**src/hdl/kpe_pkg.sv**
```systemverilog
package kpe_pkg;

	// Result kinds as they appear on the event_kind port.
	typedef enum logic [2:0] {
		KIND_PRESS   = 3'd0,
		KIND_RELEASE = 3'd1,
		KIND_FRAME   = 3'd2,
		KIND_REPEAT  = 3'd3,
		KIND_STATUS  = 3'd4
	} ev_kind_t;

	// Idle timer actions carried by the status result.
	localparam logic [1:0] IDLE_NONE  = 2'd0;
	localparam logic [1:0] IDLE_STOP  = 2'd1;
	localparam logic [1:0] IDLE_START = 2'd2;

	// Key numbers with special handling.
	localparam logic [3:0] KEY_NONE = 4'd0;
	localparam logic [3:0] KEY2     = 4'd2;
	localparam logic [3:0] KEY4     = 4'd4;
	localparam logic [3:0] KEY8     = 4'd8;
	localparam logic [3:0] KEY12    = 4'd12;

	// Command frame numbers. The frames themselves are sent by the host.
	localparam logic [3:0] FRAME_24_ENTER = 4'd1;
	localparam logic [3:0] FRAME_24_EXIT  = 4'd2;
	localparam logic [3:0] FRAME_84_ENTER = 4'd3;
	localparam logic [3:0] FRAME_84_EXIT  = 4'd4;
	localparam logic [3:0] FRAME_8_UP     = 4'd5;

	// One queued event. For a status event the code carries
	// {1'b0, charging, idle_action}.
	typedef struct packed {
		ev_kind_t   kind;
		logic [3:0] code;
	} ev_rec_t;

	// Key number checked at each scan position.
	function automatic logic [3:0] key_num(input logic [3:0] pos);
		logic [3:0] k;
		unique case (pos)
			4'd0:    k = 4'd1;
			4'd1:    k = 4'd2;
			4'd2:    k = 4'd3;
			4'd3:    k = 4'd4;
			4'd4:    k = 4'd5;
			4'd5:    k = 4'd6;
			4'd6:    k = 4'd7;
			4'd7:    k = 4'd8;
			4'd8:    k = 4'd9;
			4'd9:    k = 4'd11;
			4'd10:   k = 4'd12;
			4'd11:   k = 4'd13;
			4'd12:   k = 4'd14;
			default: k = KEY_NONE;
		endcase
		return k;
	endfunction

endpackage

```
**src/hdl/keypad_event_encoder_with_combos.sv**
```systemverilog
// Keypad event encoder with two-key combos.
//
// Input queue side: one request per scan tick carries key_levels, charger_pin
// and hold_awake; it is taken on a clock edge with push high and full low.
// Result queue side: while empty is low the oldest result is on event_kind,
// event_code, charging, idle_action and last; pop takes it. Each tick gives
// its press, release, command frame and repeat-start events in scan order,
// then one status result with last set.
// A result passes through the event queue and then the output register before
// it is visible on the result side. The scan sequencer spends one step on each
// of the thirteen key positions and one on the status result, plus one step
// for each extra event that a position gives, and waits while the queue is
// full; the next tick is taken in the cycle that the status result enters the
// queue.
// Reset clears the held key, the combo mode and the idle restart flag, and
// empties the queue and the output register.
// When the receiver stalls, the event queue fills, the scan sequencer waits,
// and full stays high until the current tick has been fully queued.
module keypad_event_encoder_with_combos
	import kpe_pkg::*;
#(
	parameter int QUEUE_DEPTH = 4
) (
	input  logic        clk,
	input  logic        arst_n,
	input  logic        push,
	output logic        full,
	input  logic [12:0] key_levels,
	input  logic        charger_pin,
	input  logic        hold_awake,
	output logic        empty,
	input  logic        pop,
	output logic [2:0]  event_kind,
	output logic [3:0]  event_code,
	output logic        charging,
	output logic [1:0]  idle_action,
	output logic        last
);

	logic    wr_valid;
	logic    wr_ready;
	ev_rec_t wr_rec;
	logic    rd_valid;
	logic    rd_take;
	ev_rec_t rd_rec;

	// Scan sequencer: classifies each key position into events.
	kpe_front u_front (
		.clk         (clk),
		.arst_n      (arst_n),
		.in_push     (push),
		.in_full     (full),
		.key_levels  (key_levels),
		.charger_pin (charger_pin),
		.hold_awake  (hold_awake),
		.q_push      (wr_valid),
		.q_ready     (wr_ready),
		.q_rec       (wr_rec)
	);

	// Event queue between the scan and the output side.
	kpe_fifo #(
		.DEPTH (QUEUE_DEPTH)
	) u_fifo (
		.clk      (clk),
		.arst_n   (arst_n),
		.wr_valid (wr_valid),
		.wr_ready (wr_ready),
		.wr_rec   (wr_rec),
		.rd_valid (rd_valid),
		.rd_take  (rd_take),
		.rd_rec   (rd_rec)
	);

	// Output register and result formatting.
	kpe_back u_back (
		.clk         (clk),
		.arst_n      (arst_n),
		.q_valid     (rd_valid),
		.q_take      (rd_take),
		.q_rec       (rd_rec),
		.empty       (empty),
		.pop         (pop),
		.event_kind  (event_kind),
		.event_code  (event_code),
		.charging    (charging),
		.idle_action (idle_action),
		.last        (last)
	);

endmodule

```
**src/hdl/kpe_front.sv**
```systemverilog
module kpe_front
	import kpe_pkg::*;
(
	input  logic          clk,
	input  logic          arst_n,
	input  logic          in_push,
	output logic          in_full,
	input  logic [12:0]   key_levels,
	input  logic          charger_pin,
	input  logic          hold_awake,
	output logic          q_push,
	input  logic          q_ready,
	output ev_rec_t       q_rec
);

	localparam logic [3:0] POS_KEY2    = 4'd1;
	localparam logic [3:0] POS_KEY4    = 4'd3;
	localparam logic [3:0] POS_KEY8    = 4'd7;
	localparam logic [3:0] POS_STATUS  = 4'd13;
	localparam logic [3:0] EV_LIMIT    = 4'd15;

	typedef enum logic [1:0] {
		COMBO_NONE = 2'd0,
		COMBO_24   = 2'd1,
		COMBO_2    = 2'd2,
		COMBO_84   = 2'd3
	} combo_t;

	logic          busy_q;
	logic [3:0]    step_q;
	logic [1:0]    sub_q;
	logic [3:0]    cnt_q;
	logic [3:0]    held_q;
	combo_t        combo_q;
	logic          idle_restart_q;
	logic [12:0]   lv_q;
	logic          chg_q;
	logic          hold_q;

	logic [15:0]   lv_ext;
	logic          lvl;
	logic [3:0]    key;
	logic          is_status;
	ev_rec_t       ev [0:2];
	logic [1:0]    n_ev;
	logic [3:0]    held_nx;
	combo_t        combo_nx;
	logic          idle_nx;
	logic [1:0]    action;
	logic          want_push;
	logic          advance;
	logic          last_sub;
	logic          finish;
	logic          accept;

	assign lv_ext    = {3'b000, lv_q};
	assign lvl       = lv_ext[step_q];
	assign key       = key_num(step_q);
	assign is_status = (step_q == POS_STATUS);

	// One scan check: the events it gives and the key state it leaves.
	always_comb begin
		ev[0]    = '{kind: KIND_PRESS, code: key};
		ev[1]    = '{kind: KIND_PRESS, code: key};
		ev[2]    = '{kind: KIND_PRESS, code: key};
		n_ev     = 2'd0;
		held_nx  = held_q;
		combo_nx = combo_q;
		idle_nx  = idle_restart_q;
		action   = IDLE_NONE;
		if (is_status) begin
			if (held_q != KEY_NONE || hold_q) begin
				idle_nx = 1'b1;
				action  = IDLE_STOP;
			end else if (idle_restart_q) begin
				idle_nx = 1'b0;
				action  = IDLE_START;
			end
			ev[0] = '{kind: KIND_STATUS, code: {1'b0, ~chg_q, action}};
			n_ev  = 2'd1;
		end else if (step_q == POS_KEY2) begin
			if (lvl) begin
				if (held_q != KEY2 && combo_q == COMBO_NONE) begin
					held_nx = KEY2;
					n_ev    = 2'd1;
				end
			end else begin
				ev[0] = '{kind: KIND_RELEASE, code: KEY2};
				ev[1] = '{kind: KIND_RELEASE, code: KEY2};
				if (held_q == KEY2) begin
					held_nx = KEY_NONE;
					n_ev    = 2'd1;
					if (combo_q == COMBO_2) begin
						combo_nx = COMBO_NONE;
					end
				end
				// Key 2 let go first ends its combo with key 4 still down.
				if (combo_q == COMBO_24) begin
					held_nx  = KEY4;
					combo_nx = COMBO_NONE;
					n_ev     = n_ev + 2'd1;
				end
			end
		end else if (step_q == POS_KEY4) begin
			if (lvl) begin
				if (held_q == KEY2 && combo_q == COMBO_NONE) begin
					ev[0]    = '{kind: KIND_FRAME, code: FRAME_24_ENTER};
					combo_nx = COMBO_24;
					held_nx  = KEY4;
					n_ev     = 2'd1;
				end else if (held_q == KEY8 && combo_q == COMBO_NONE) begin
					ev[0]    = '{kind: KIND_FRAME, code: FRAME_84_ENTER};
					combo_nx = COMBO_84;
					held_nx  = KEY4;
					n_ev     = 2'd1;
				end else if (held_q != KEY4) begin
					held_nx = KEY4;
					n_ev    = 2'd1;
				end
			end else if (held_q == KEY4) begin
				unique case (combo_q)
					COMBO_24: begin
						ev[0]    = '{kind: KIND_FRAME, code: FRAME_24_EXIT};
						held_nx  = lv_q[1] ? KEY2 : KEY_NONE;
						combo_nx = COMBO_NONE;
						n_ev     = 2'd1;
					end
					COMBO_84: begin
						ev[0]    = '{kind: KIND_FRAME, code: FRAME_84_EXIT};
						held_nx  = lv_q[7] ? KEY8 : KEY_NONE;
						combo_nx = COMBO_NONE;
						n_ev     = 2'd1;
					end
					COMBO_NONE: begin
						ev[0]   = '{kind: KIND_RELEASE, code: KEY4};
						held_nx = KEY_NONE;
						n_ev    = 2'd1;
					end
					COMBO_2: begin
						n_ev = 2'd0;
					end
				endcase
			end
		end else if (step_q == POS_KEY8) begin
			if (lvl) begin
				if (held_q != KEY8 && combo_q == COMBO_NONE) begin
					held_nx = KEY8;
					n_ev    = 2'd1;
				end
			end else begin
				ev[0] = '{kind: KIND_RELEASE, code: KEY8};
				ev[1] = '{kind: KIND_FRAME, code: FRAME_8_UP};
				ev[2] = '{kind: KIND_RELEASE, code: KEY8};
				if (held_q == KEY8) begin
					held_nx = KEY_NONE;
					n_ev    = 2'd2;
				end
				// Key 8 let go first ends its combo with key 4 still down.
				if (combo_q == COMBO_84) begin
					held_nx  = KEY4;
					combo_nx = COMBO_NONE;
					n_ev     = n_ev + 2'd1;
				end
			end
		end else begin
			ev[1] = '{kind: KIND_REPEAT, code: KEY12};
			if (lvl) begin
				if (held_q != key) begin
					held_nx = key;
					n_ev    = (key == KEY12) ? 2'd2 : 2'd1;
				end
			end else if (held_q == key) begin
				ev[0]   = '{kind: KIND_RELEASE, code: key};
				held_nx = KEY_NONE;
				n_ev    = 2'd1;
			end
		end
	end

	// Handshake towards the queue; events beyond the limit are dropped.
	assign want_push = busy_q && (n_ev != 2'd0) && (is_status || cnt_q != EV_LIMIT);
	assign advance   = busy_q && (!want_push || q_ready);
	assign last_sub  = (n_ev == 2'd0) || (sub_q == 2'(n_ev - 2'd1));
	assign finish    = advance && last_sub && is_status;
	assign in_full   = busy_q && !finish;
	assign accept    = in_push && !in_full;
	assign q_push    = want_push;
	assign q_rec     = ev[sub_q];

	// Scan sequencer and key state.
	always_ff @(posedge clk or negedge arst_n) begin
		if (!arst_n) begin
			busy_q         <= 1'b0;
			step_q         <= '0;
			sub_q          <= '0;
			cnt_q          <= '0;
			held_q         <= KEY_NONE;
			combo_q        <= COMBO_NONE;
			idle_restart_q <= 1'b0;
		end else begin
			// Key state moves on once a position has given all its events.
			if (advance && last_sub) begin
				held_q         <= held_nx;
				combo_q        <= combo_nx;
				idle_restart_q <= idle_nx;
			end
			if (accept) begin
				busy_q <= 1'b1;
				step_q <= '0;
				sub_q  <= '0;
				cnt_q  <= '0;
			end else if (advance) begin
				if (last_sub) begin
					sub_q <= '0;
					if (is_status) begin
						busy_q <= 1'b0;
						step_q <= '0;
					end else begin
						step_q <= step_q + 4'd1;
					end
				end else begin
					sub_q <= sub_q + 2'd1;
				end
				if (want_push && !is_status) begin
					cnt_q <= cnt_q + 4'd1;
				end
			end
		end
	end

	// Levels of the tick being scanned.
	always_ff @(posedge clk) begin
		if (accept) begin
			lv_q   <= key_levels;
			chg_q  <= charger_pin;
			hold_q <= hold_awake;
		end
	end

	// The key 2 only combo mode is never entered.
	a_no_combo_2: assert property (@(posedge clk) disable iff (!arst_n)
		combo_q != COMBO_2)
		else $error("combo mode 2 entered");

	// A combo always leaves its first key out of the held register.
	a_combo_held: assert property (@(posedge clk) disable iff (!arst_n)
		!(combo_q == COMBO_24 && held_q == KEY2) && !(combo_q == COMBO_84 && held_q == KEY8))
		else $error("combo key held during its combo");

	// Between ticks the sequencer rests at the first position.
	a_idle_rest: assert property (@(posedge clk) disable iff (!arst_n)
		!busy_q |-> (step_q == 4'd0 && sub_q == 2'd0))
		else $error("sequencer not at rest while idle");

	// A request into the queue during the status step is the tick's final one.
	a_status_end: assert property (@(posedge clk) disable iff (!arst_n)
		(q_push && q_ready && is_status) |=> (step_q == 4'd0 && sub_q == 2'd0))
		else $error("scan continued after the status request");

endmodule

```
**src/hdl/kpe_fifo.sv**
```systemverilog
module kpe_fifo
	import kpe_pkg::*;
#(
	parameter int DEPTH = 4
) (
	input  logic    clk,
	input  logic    arst_n,
	input  logic    wr_valid,
	output logic    wr_ready,
	input  ev_rec_t wr_rec,
	output logic    rd_valid,
	input  logic    rd_take,
	output ev_rec_t rd_rec
);

	localparam int PTR_W = $clog2(DEPTH);
	localparam int CNT_W = $clog2(DEPTH + 1);

	ev_rec_t            mem_q [0:DEPTH-1];
	logic [PTR_W-1:0]   wr_ptr_q;
	logic [PTR_W-1:0]   rd_ptr_q;
	logic [CNT_W-1:0]   count_q;
	logic               do_wr;
	logic               do_rd;

	assign wr_ready = (count_q != CNT_W'(DEPTH));
	assign rd_valid = (count_q != '0);
	assign rd_rec   = mem_q[rd_ptr_q];
	assign do_wr    = wr_valid && wr_ready;
	assign do_rd    = rd_take && rd_valid;

	// Pointers and fill level.
	always_ff @(posedge clk or negedge arst_n) begin
		if (!arst_n) begin
			wr_ptr_q <= '0;
			rd_ptr_q <= '0;
			count_q  <= '0;
		end else begin
			if (do_wr) begin
				wr_ptr_q <= (wr_ptr_q == PTR_W'(DEPTH - 1)) ? '0 : wr_ptr_q + 1'b1;
			end
			if (do_rd) begin
				rd_ptr_q <= (rd_ptr_q == PTR_W'(DEPTH - 1)) ? '0 : rd_ptr_q + 1'b1;
			end
			if (do_wr && !do_rd) begin
				count_q <= count_q + 1'b1;
			end else if (do_rd && !do_wr) begin
				count_q <= count_q - 1'b1;
			end
		end
	end

	// Event storage.
	always_ff @(posedge clk) begin
		if (do_wr) begin
			mem_q[wr_ptr_q] <= wr_rec;
		end
	end

endmodule

```
**src/hdl/kpe_back.sv**
```systemverilog
module kpe_back
	import kpe_pkg::*;
(
	input  logic       clk,
	input  logic       arst_n,
	input  logic       q_valid,
	output logic       q_take,
	input  ev_rec_t    q_rec,
	output logic       empty,
	input  logic       pop,
	output logic [2:0] event_kind,
	output logic [3:0] event_code,
	output logic       charging,
	output logic [1:0] idle_action,
	output logic       last
);

	logic       valid_q;
	logic [2:0] kind_q;
	logic [3:0] code_q;
	logic       chg_q;
	logic [1:0] action_q;
	logic       last_q;
	logic       is_status;

	// The output register refills from the queue in the same cycle that its result is taken, if the queue holds an event.
	assign q_take    = q_valid && (!valid_q || pop);
	assign is_status = (q_rec.kind == KIND_STATUS);

	always_ff @(posedge clk or negedge arst_n) begin
		if (!arst_n) begin
			valid_q <= 1'b0;
		end else if (q_take) begin
			valid_q <= 1'b1;
		end else if (pop) begin
			valid_q <= 1'b0;
		end
	end

	// Unpack the queued event into the result fields.
	always_ff @(posedge clk) begin
		if (q_take) begin
			kind_q   <= q_rec.kind;
			code_q   <= is_status ? 4'd0 : q_rec.code;
			chg_q    <= is_status && q_rec.code[2];
			action_q <= is_status ? q_rec.code[1:0] : IDLE_NONE;
			last_q   <= is_status;
		end
	end

	assign empty       = !valid_q;
	assign event_kind  = kind_q;
	assign event_code  = code_q;
	assign charging    = chg_q;
	assign idle_action = action_q;
	assign last        = last_q;

endmodule

```
**config.mk**
```make
export PLATFORM = sky130hd
export DESIGN_NAME = keypad_event_encoder_with_combos
export DESIGN_NICKNAME = d
export VERILOG_FILES = /design/src/hdl/kpe_pkg.sv /design/src/hdl/keypad_event_encoder_with_combos.sv /design/src/hdl/kpe_front.sv /design/src/hdl/kpe_fifo.sv /design/src/hdl/kpe_back.sv
export SDC_FILE = /design/constraint.sdc
export NUM_CORES = 1
export LEC_CHECK = 0
export ABC_CLOCK_PERIOD_IN_PS = 5000
export BUFFER_PORTS_ARGS = -buffer_cell sky130_fd_sc_hd__buf_2
export CAP_MARGIN = 20
export CORE_MARGIN = 2
export CORE_UTILIZATION = 61
export CTS_CLUSTER_SIZE = 28
export DETAILED_ROUTE_END_ITERATION = 10
export GPL_TIMING_DRIVEN = 0
export PLACE_DENSITY = 0.81
export SLEW_MARGIN = 20
export SYNTH_ARGS = -nofsm -noshare
export SYNTH_HDL_FRONTEND = slang
export SYNTH_SLANG_ARGS = --single-unit
```
**constraint.sdc**
```tcl
create_clock -name clk -period 5 [get_ports clk]
set_input_delay 0.75 -clock clk [delete_from_list [all_inputs] [get_ports clk]]
set_output_delay 0.75 -clock clk [all_outputs]
set_load 0.03 [all_outputs]
```
After elaboration in Yosys (flattened, before gate mapping) --
Memories as Yosys holds them, arrays and structs flattened. Cells that the tools add are included.
Storage, ports and cells: register bits 52, memory bits (writable) 28, ROM bits 64, bits of input ports 19, output and inout bits 13, logic and storage cells 241, memories kept 2
Cells by class: add/sub/neg operators 10, magnitude comparators 2, eq/ne operators 36, multiplexer cells 117, bitwise gates (word level) 3, reduce and logical (&&, ||, !) cells 52
Memories:
- (no name shown) | depth 16, bits a word 4, rd ports 1, clocked after Yosys merged registers in 0, write ports 0, line kpe_pkg.sv:41 | unique case (pos)
- u_fifo.mem_q | depth 4, bits a word 7, rd ports 1, clocked after Yosys merged registers in 0, write ports 1, line kpe_fifo.sv:19 | ev_rec_t mem_q [0:DEPTH-1];
Operator list (count):
- $mux 4 | 27
- $mux 2 | 46
- $mux 21 | 4
- $mux 7 | 10
- $mux 14 | 4
- $reduce_and 11->1 | 2
- $mux 19 | 1
- $logic_and 1x1->1 | 18
- $pmux 6 s3 | 1
- $mux 1 | 15
- $ne 3x3->1 const B | 5
- $bmux 7 s2 | 1
- $reduce_bool 2->1 | 7
- $eq 4x4->1 const B | 3
- $mux 12 | 1
- $ne 4x2->1 const B | 3
- $ne 6x2->1 const B | 2
- $pmux 4 s3 | 1
- $add 2x1->2 const B | 5
- $ne 5x5->1 const B | 2
- $reduce_bool 3->1 | 3
- $add 4x1->4 const B | 2
- $eq 2x2->1 const B | 4
- $eq 4x2->1 const B | 2
- other kinds (32) | 51

Longest topological paths before layout --
depth in word-level cells 28, depth in mapped cells 20

Modules after synthesis --
A second synthesis with hierarchy kept.
Second synthesis, totals: cell total of the unflattened synthesis 407, area, all modules 4623.2 sq um
By module, submodules not included:
- kpe_front | times used 1, cells an instance 309, area an instance 2726.4 sq um, seq. area each 900.9 sq um
- kpe_fifo | times used 1, cells an instance 74, area an instance 1456.4 sq um, seq. area each 1016.0 sq um
- kpe_back | times used 1, cells an instance 24, area an instance 440.4 sq um, seq. area each 355.3 sq um

Worst setup path before layout --
OpenSTA, ideal clock, no wires.
path kind reg-to-reg, start point register u_front.step_q[0], end point register u_front.chg_q (enable), arrival 4.214 ns, path slack 0.389 ns, stages on the path, launching flop included 14, path buffers 2, clock period less this slack 4.611 ns, path through dfrtp_1 clkbuf_1 inv_1 ha_1 mux4_2 xor2_1 or3_1 buf_2 nor3_1 nor2_1 ha_1 xor2_1 nand3_1 o31ai_2
On the way: word-level cells in the longest chain between the ends 21, elaborated cells between the ends (all ways) 38
Ends and longest elaborated chain:
- start, declared | line kpe_front.sv:30 | logic [3:0] step_q;
- start signal, assigned | line kpe_front.sv:219 | step_q <= step_q + 4'd1;
- parallel branches: the longest is 16 deep, another holds $mem_v2 16x4
- $logic_and 1x1->1 (*) | line kpe_front.sv:184 | assign finish = advance && last_sub && is_status;
- $logic_not 1->1 (*) | line kpe_front.sv:185 | assign in_full = busy_q && !finish;
- $logic_and 1x1->1 (*) | line kpe_front.sv:185
- $logic_not 1->1 (*) | line kpe_front.sv:186 | assign accept = in_push && !in_full;
- $logic_and 1x1->1 (*) | line kpe_front.sv:186
- via u_front.accept | line kpe_front.sv:54 | logic accept;
- end signal, assigned | line kpe_front.sv:235 | chg_q <= charger_pin;
- end, declared | line kpe_front.sv:37 | logic chg_q;
Mark *: on every way through the listed nets, which the timed path passes. The select of a mux whose other input is x is not followed. A chain may end at the register's enable or synchronous reset.

Worst setup path in the final report --
start point register u_front.step_q[0], end point output port full
On the way: word-level cells in the longest chain between the ends 19, elaborated cells between the ends (all ways) 36
Ends and longest elaborated chain:
- parallel branches: the longest is 16 deep, another holds $mem_v2 16x4
- $logic_and 1x1->1 (*) | line kpe_front.sv:184
- $logic_not 1->1 (*) | line kpe_front.sv:185
- $logic_and 1x1->1 (*) | line kpe_front.sv:185
- end, declared | line keypad_event_encoder_with_combos.sv:27 | output logic full,
Every way passes the cells marked *. The select of a mux whose other input is x is not followed.

==> summary.log <==
[run_status] result of the run finished clean
[routing] Routed WL 11790 um
[min_path] path category of the worst min-delay check primary input to asynchronous set/reset pin
[floorplanning] Die Span X 91.72 um
[synth] most numerous cell types in the synthesized netlist sky130_fd_sc_hd__edfxtp_1 (54), sky130_fd_sc_hd__nor2_1 (34), sky130_fd_sc_hd__dfrtp_1 (26), sky130_fd_sc_hd__nand2_1 (26), sky130_fd_sc_hd__a21oi_1 (24)
[sta] final count of negative-setup-slack endpoints 0
[sta] final-report max-slew violation count 0
[grt] total track usage 0.2932
[worst_setup_path] CP endpoint kind primary output
[routing] number of detailed-route iterations in the first pass 5
[placed_design] Detailed Place HPWL 8185 um
[clock_network] master cell of the clock root buffer sky130_fd_sc_hd__clkbuf_8
[clock_network] clock tree from TritonCTS done
[placed_design] count of buffers inserted at the top-level ports 31
[finish] share of layout cells above drive strength 1 0.2271
[worst_setup_path] cell with the most instances on the worst path sky130_fd_sc_hd__buf_2
[synth] simple-gate portion of the synthesized area 0.1514
[grt] vias in the first global route 3586
[floorplanning] starting density of the core 0.6368
[clock_network] # H-tree levels 3
[floorplanning] vertical die dimension 91.72 um
[synth] total number of yosys warnings 0
[sta] pin slew with the least headroom to its limit 0.9101 ns
[synth] cell taking the most area after synthesis sky130_fd_sc_hd__edfxtp_1
[synth] EDFF count, synth 54
[grt] GRT Residual Overflow 0
[sta] ratio of final minimum period to clock period 0.9634
[clock_network] hold_buf cts 0
[synth] Yosys top cell area share 0.3455
[clock_network] number of clock sinks 80
[routing] vias after detailed routing 3814
[routing] Residual DRC 0
[job] total of max-cap violations 0
[clock_network] Worst-Skew Late Latency 0.36 ns
[synth] post-synthesis instance area 4693 um2
[floorplanning] Placeable Area 7370 um2
[worst_setup_path] category of the critical setup timing path flop to primary output
[sta] Layout Skew 0.007099 ns
[synth] number of distinct library cell variants in the gate-level netlist after synthesis 70
[synth] number of storage elements in the synthesis netlist 80
[worst_setup_path] worst-path fanout max 8
[sta] Fmax achieved 0.2076 GHz
[routing] drt via density 6.587
[sta] number of endpoints with negative hold slack in the final report 0
[worst_setup_path] required time worst endpoint 4.25 ns
[sta] Final Critical Period 4.817 ns
[synth] largest cells by area after synthesis sky130_fd_sc_hd__edfxtp_1 (35%), sky130_fd_sc_hd__dfrtp_1 (14%), sky130_fd_sc_hd__ha_1 (5.3%)
[finish] # diodes 0
[worst_setup_path] cell type of the slowest stage on the worst timing path sky130_fd_sc_hd__dfrtp_1
[floorplanning] I/O Pins 32
[synth] sequential fraction of the synthesis area 0.4841
[floorplanning] Die Outline Area 8412 um2
[floorplanning] floorplan row count 31
[synth] complex-gate fraction of the synthesized area 0.1581
[sta] worst relative slew slack 0.3933
[placed_design] last weighted congestion value of the routability-driven placer 1.001
[grt] pin count of the biggest net entering global routing 27
[synth] dominant cell by count in the synthesized netlist sky130_fd_sc_hd__edfxtp_1
[finish] Post-Layout Cell Count 579
[finish] Area Overhead vs Synth 15.81%
[worst_setup_path] critical path cell sequence clkbuf_4, inv_1, ha_1, o21ai_2, a21o_1, a221o_1, or3_1, buf_2, a31oi_1, ha_2, a41oi_1, nand3_1, nand3_4, o311a_1, buf_2
[synth] post-synthesis adder-cell area fraction 0.05758
[routing] number of design-rule violations left by the first detailed-router iteration 365
[synth] dominant combinational cell family by area after synthesis compound AO/OA/AOI/OAI gates
[synth] share of flip-flops with an asynchronous set or reset 0.3250
[worst_setup_path] Critical Path AT 4.07 ns
[synth] cells after synthesis 424
[finish] nets 515
[synth] XOR/XNOR Fraction of Synth Area 0.02426
[worst_setup_path] launching element type of the critical path flop
[synth] syn avg cell area 11.07 um2
[grt] global-route wire length before repair 18890 um
[grt] initial antenna violation count 0
[placed_design] placed cells 555
[clock_network] Clock Pin Slew Worst Setup and Hold Paths 0.09 ns
[routing] Post-DRT Antenna Nets 0
[synth] dominant synthesized flop cell sky130_fd_sc_hd__edfxtp_1
[worst_setup_path] stage delay of the slowest cell on the critical path 0.40 ns
[clock_network] maximum buffer depth of the clock tree 2
[clock_network] cts bufs inserted 9
[synth] multiplexer fraction of the synthesized cell area 0.08851
[routing] average wire per cell in the routed design 20.36 um
[synth] Post-Synthesis Net Count 464
worst max-delay path: cells and delay by family, from the launching register on:
family                   cells  cell delay [ns]
buffers and inverters        4             0.71
AO/OA/AOI/OAI                6             1.36
AND/OR/NAND/NOR              3             0.68
adder cells (fa/ha/maj)      2             0.54
flip-flops                   1             0.40
placed cells by master (no fill, tap or decap), types with 5 or more instances in the layout:
master / netlist / layout
sky130_fd_sc_hd__nor2_1: 34 / 32
sky130_fd_sc_hd__inv_1: 14 / 14
sky130_fd_sc_hd__buf_2: 5 / 34
sky130_fd_sc_hd__o21ai_0: 16 / 16
sky130_fd_sc_hd__a31oi_1: 7 / 7
sky130_fd_sc_hd__ha_1: 20 / 18
sky130_fd_sc_hd__clkbuf_8: 0 / 9
sky130_fd_sc_hd__nor3_1: 13 / 12
sky130_fd_sc_hd__mux2_2: 5 / 5
sky130_fd_sc_hd__xor2_1: 7 / 6
sky130_fd_sc_hd__nand3_1: 8 / 7
sky130_fd_sc_hd__nor2b_1: 10 / 10
sky130_fd_sc_hd__and2_1: 12 / 12
sky130_fd_sc_hd__xnor2_1: 6 / 5
sky130_fd_sc_hd__buf_4: 0 / 11
sky130_fd_sc_hd__nand2_1: 26 / 26
sky130_fd_sc_hd__mux4_2: 10 / 10
sky130_fd_sc_hd__mux2i_1: 10 / 10
sky130_fd_sc_hd__a21oi_1: 24 / 23
sky130_fd_sc_hd__o211ai_1: 7 / 7
sky130_fd_sc_hd__dfrtp_1: 26 / 26
sky130_fd_sc_hd__nand2b_1: 5 / 5
sky130_fd_sc_hd__edfxtp_1: 54 / 54
sky130_fd_sc_hd__clkbuf_1: 18 / 14
cells by family after synthesis:
kind of cell             Yosys count
AO/OA/AOI/OAI                    104
XOR/XNOR                          13
adder cells (fa/ha/maj)           21
buffers and inverters             43
flip-flops                        80
multiplexers                      28
AND/OR/NAND/NOR                  135
worst paths after layout:
kind                                         from                endpoint  slack [ns]  cells after the start
max                             u_front.step_q[0]                    full        0.18                     15
min                                        arst_n       u_front.held_q[1]        0.42                      1
max reg2reg                     u_front.step_q[0]       u_fifo.count_q[2]        0.40                     20
min reg2reg                u_front.idle_restart_q  u_front.idle_restart_q        0.52                      1
max in group asynchronous                  arst_n       u_fifo.count_q[0]        4.13                      1
min in group clk           u_front.idle_restart_q  u_front.idle_restart_q        0.52                      1
registers in the layout, indices dropped and copies added, names as in the netlist, 2 cells and up:
| signal | count |
|---|---|
| u_fifo.mem_q | 28 |
| u_front.lv_q | 13 |
| u_back.event_code | 4 |
| u_front.cnt_q | 4 |
| u_front.held_q | 4 |
| u_front.step_q | 4 |
| u_back.event_kind | 3 |
| u_fifo.count_q | 3 |
| u_back.idle_action | 2 |
| u_fifo.rd_ptr_q | 2 |
| u_fifo.wr_ptr_q | 2 |
| u_front.combo_q | 2 |
| u_front.sub_q | 2 |
per-layer routing:
layer	track usage	part of all wire	up-vias
met1	0.4149	0.41	1842
met4	0.09577	0.027	0
met2	0.4626	0.47	236
met3	0.05423	0.089	37
met5	0	0	-
li1	-	-	1699
final cells by class:
type                    instances  area, um2
flip-flops and latches         80       2272
repair buffers                 41      237.7
well taps                      99      123.9
inverters                      16      60.06
clock buffers                   9      123.9
multi-input cells             301       2390
plain buffers                  26      117.6
clock inverters                 7      110.1
fillers                       529       1934
metrics by stage:
stage / util / hold slack, ns / TNS, ns / setup WS (ns) / instance area (um2)
after floorplan: - / 0.4544 / 0 / 0.3890 / 4693
after global placement: 0.6747 / 0.4933 / -13.81 / -0.6614 / 4972
after detailed placement: 0.6793 / 0.5012 / -0.1568 / -0.07967 / 5006
after CTS: 0.7200 / 0.4419 / 0 / 0.03987 / 5306
after global routing: 0.7375 / 0.4765 / -0.001824 / -0.001824 / 5435
final: 0.7375 / 0.4225 / 0 / 0.1829 / 5435
repair_timing:
item                       CTS  global route
resized for setup           10            20
buffers inserted             4             5
setup endpoints to repair    3             2
cloned                       0             0
Power is not shown: default switching activity piles up to over one toggle a cycle in this logic, so the estimate is an artifact.
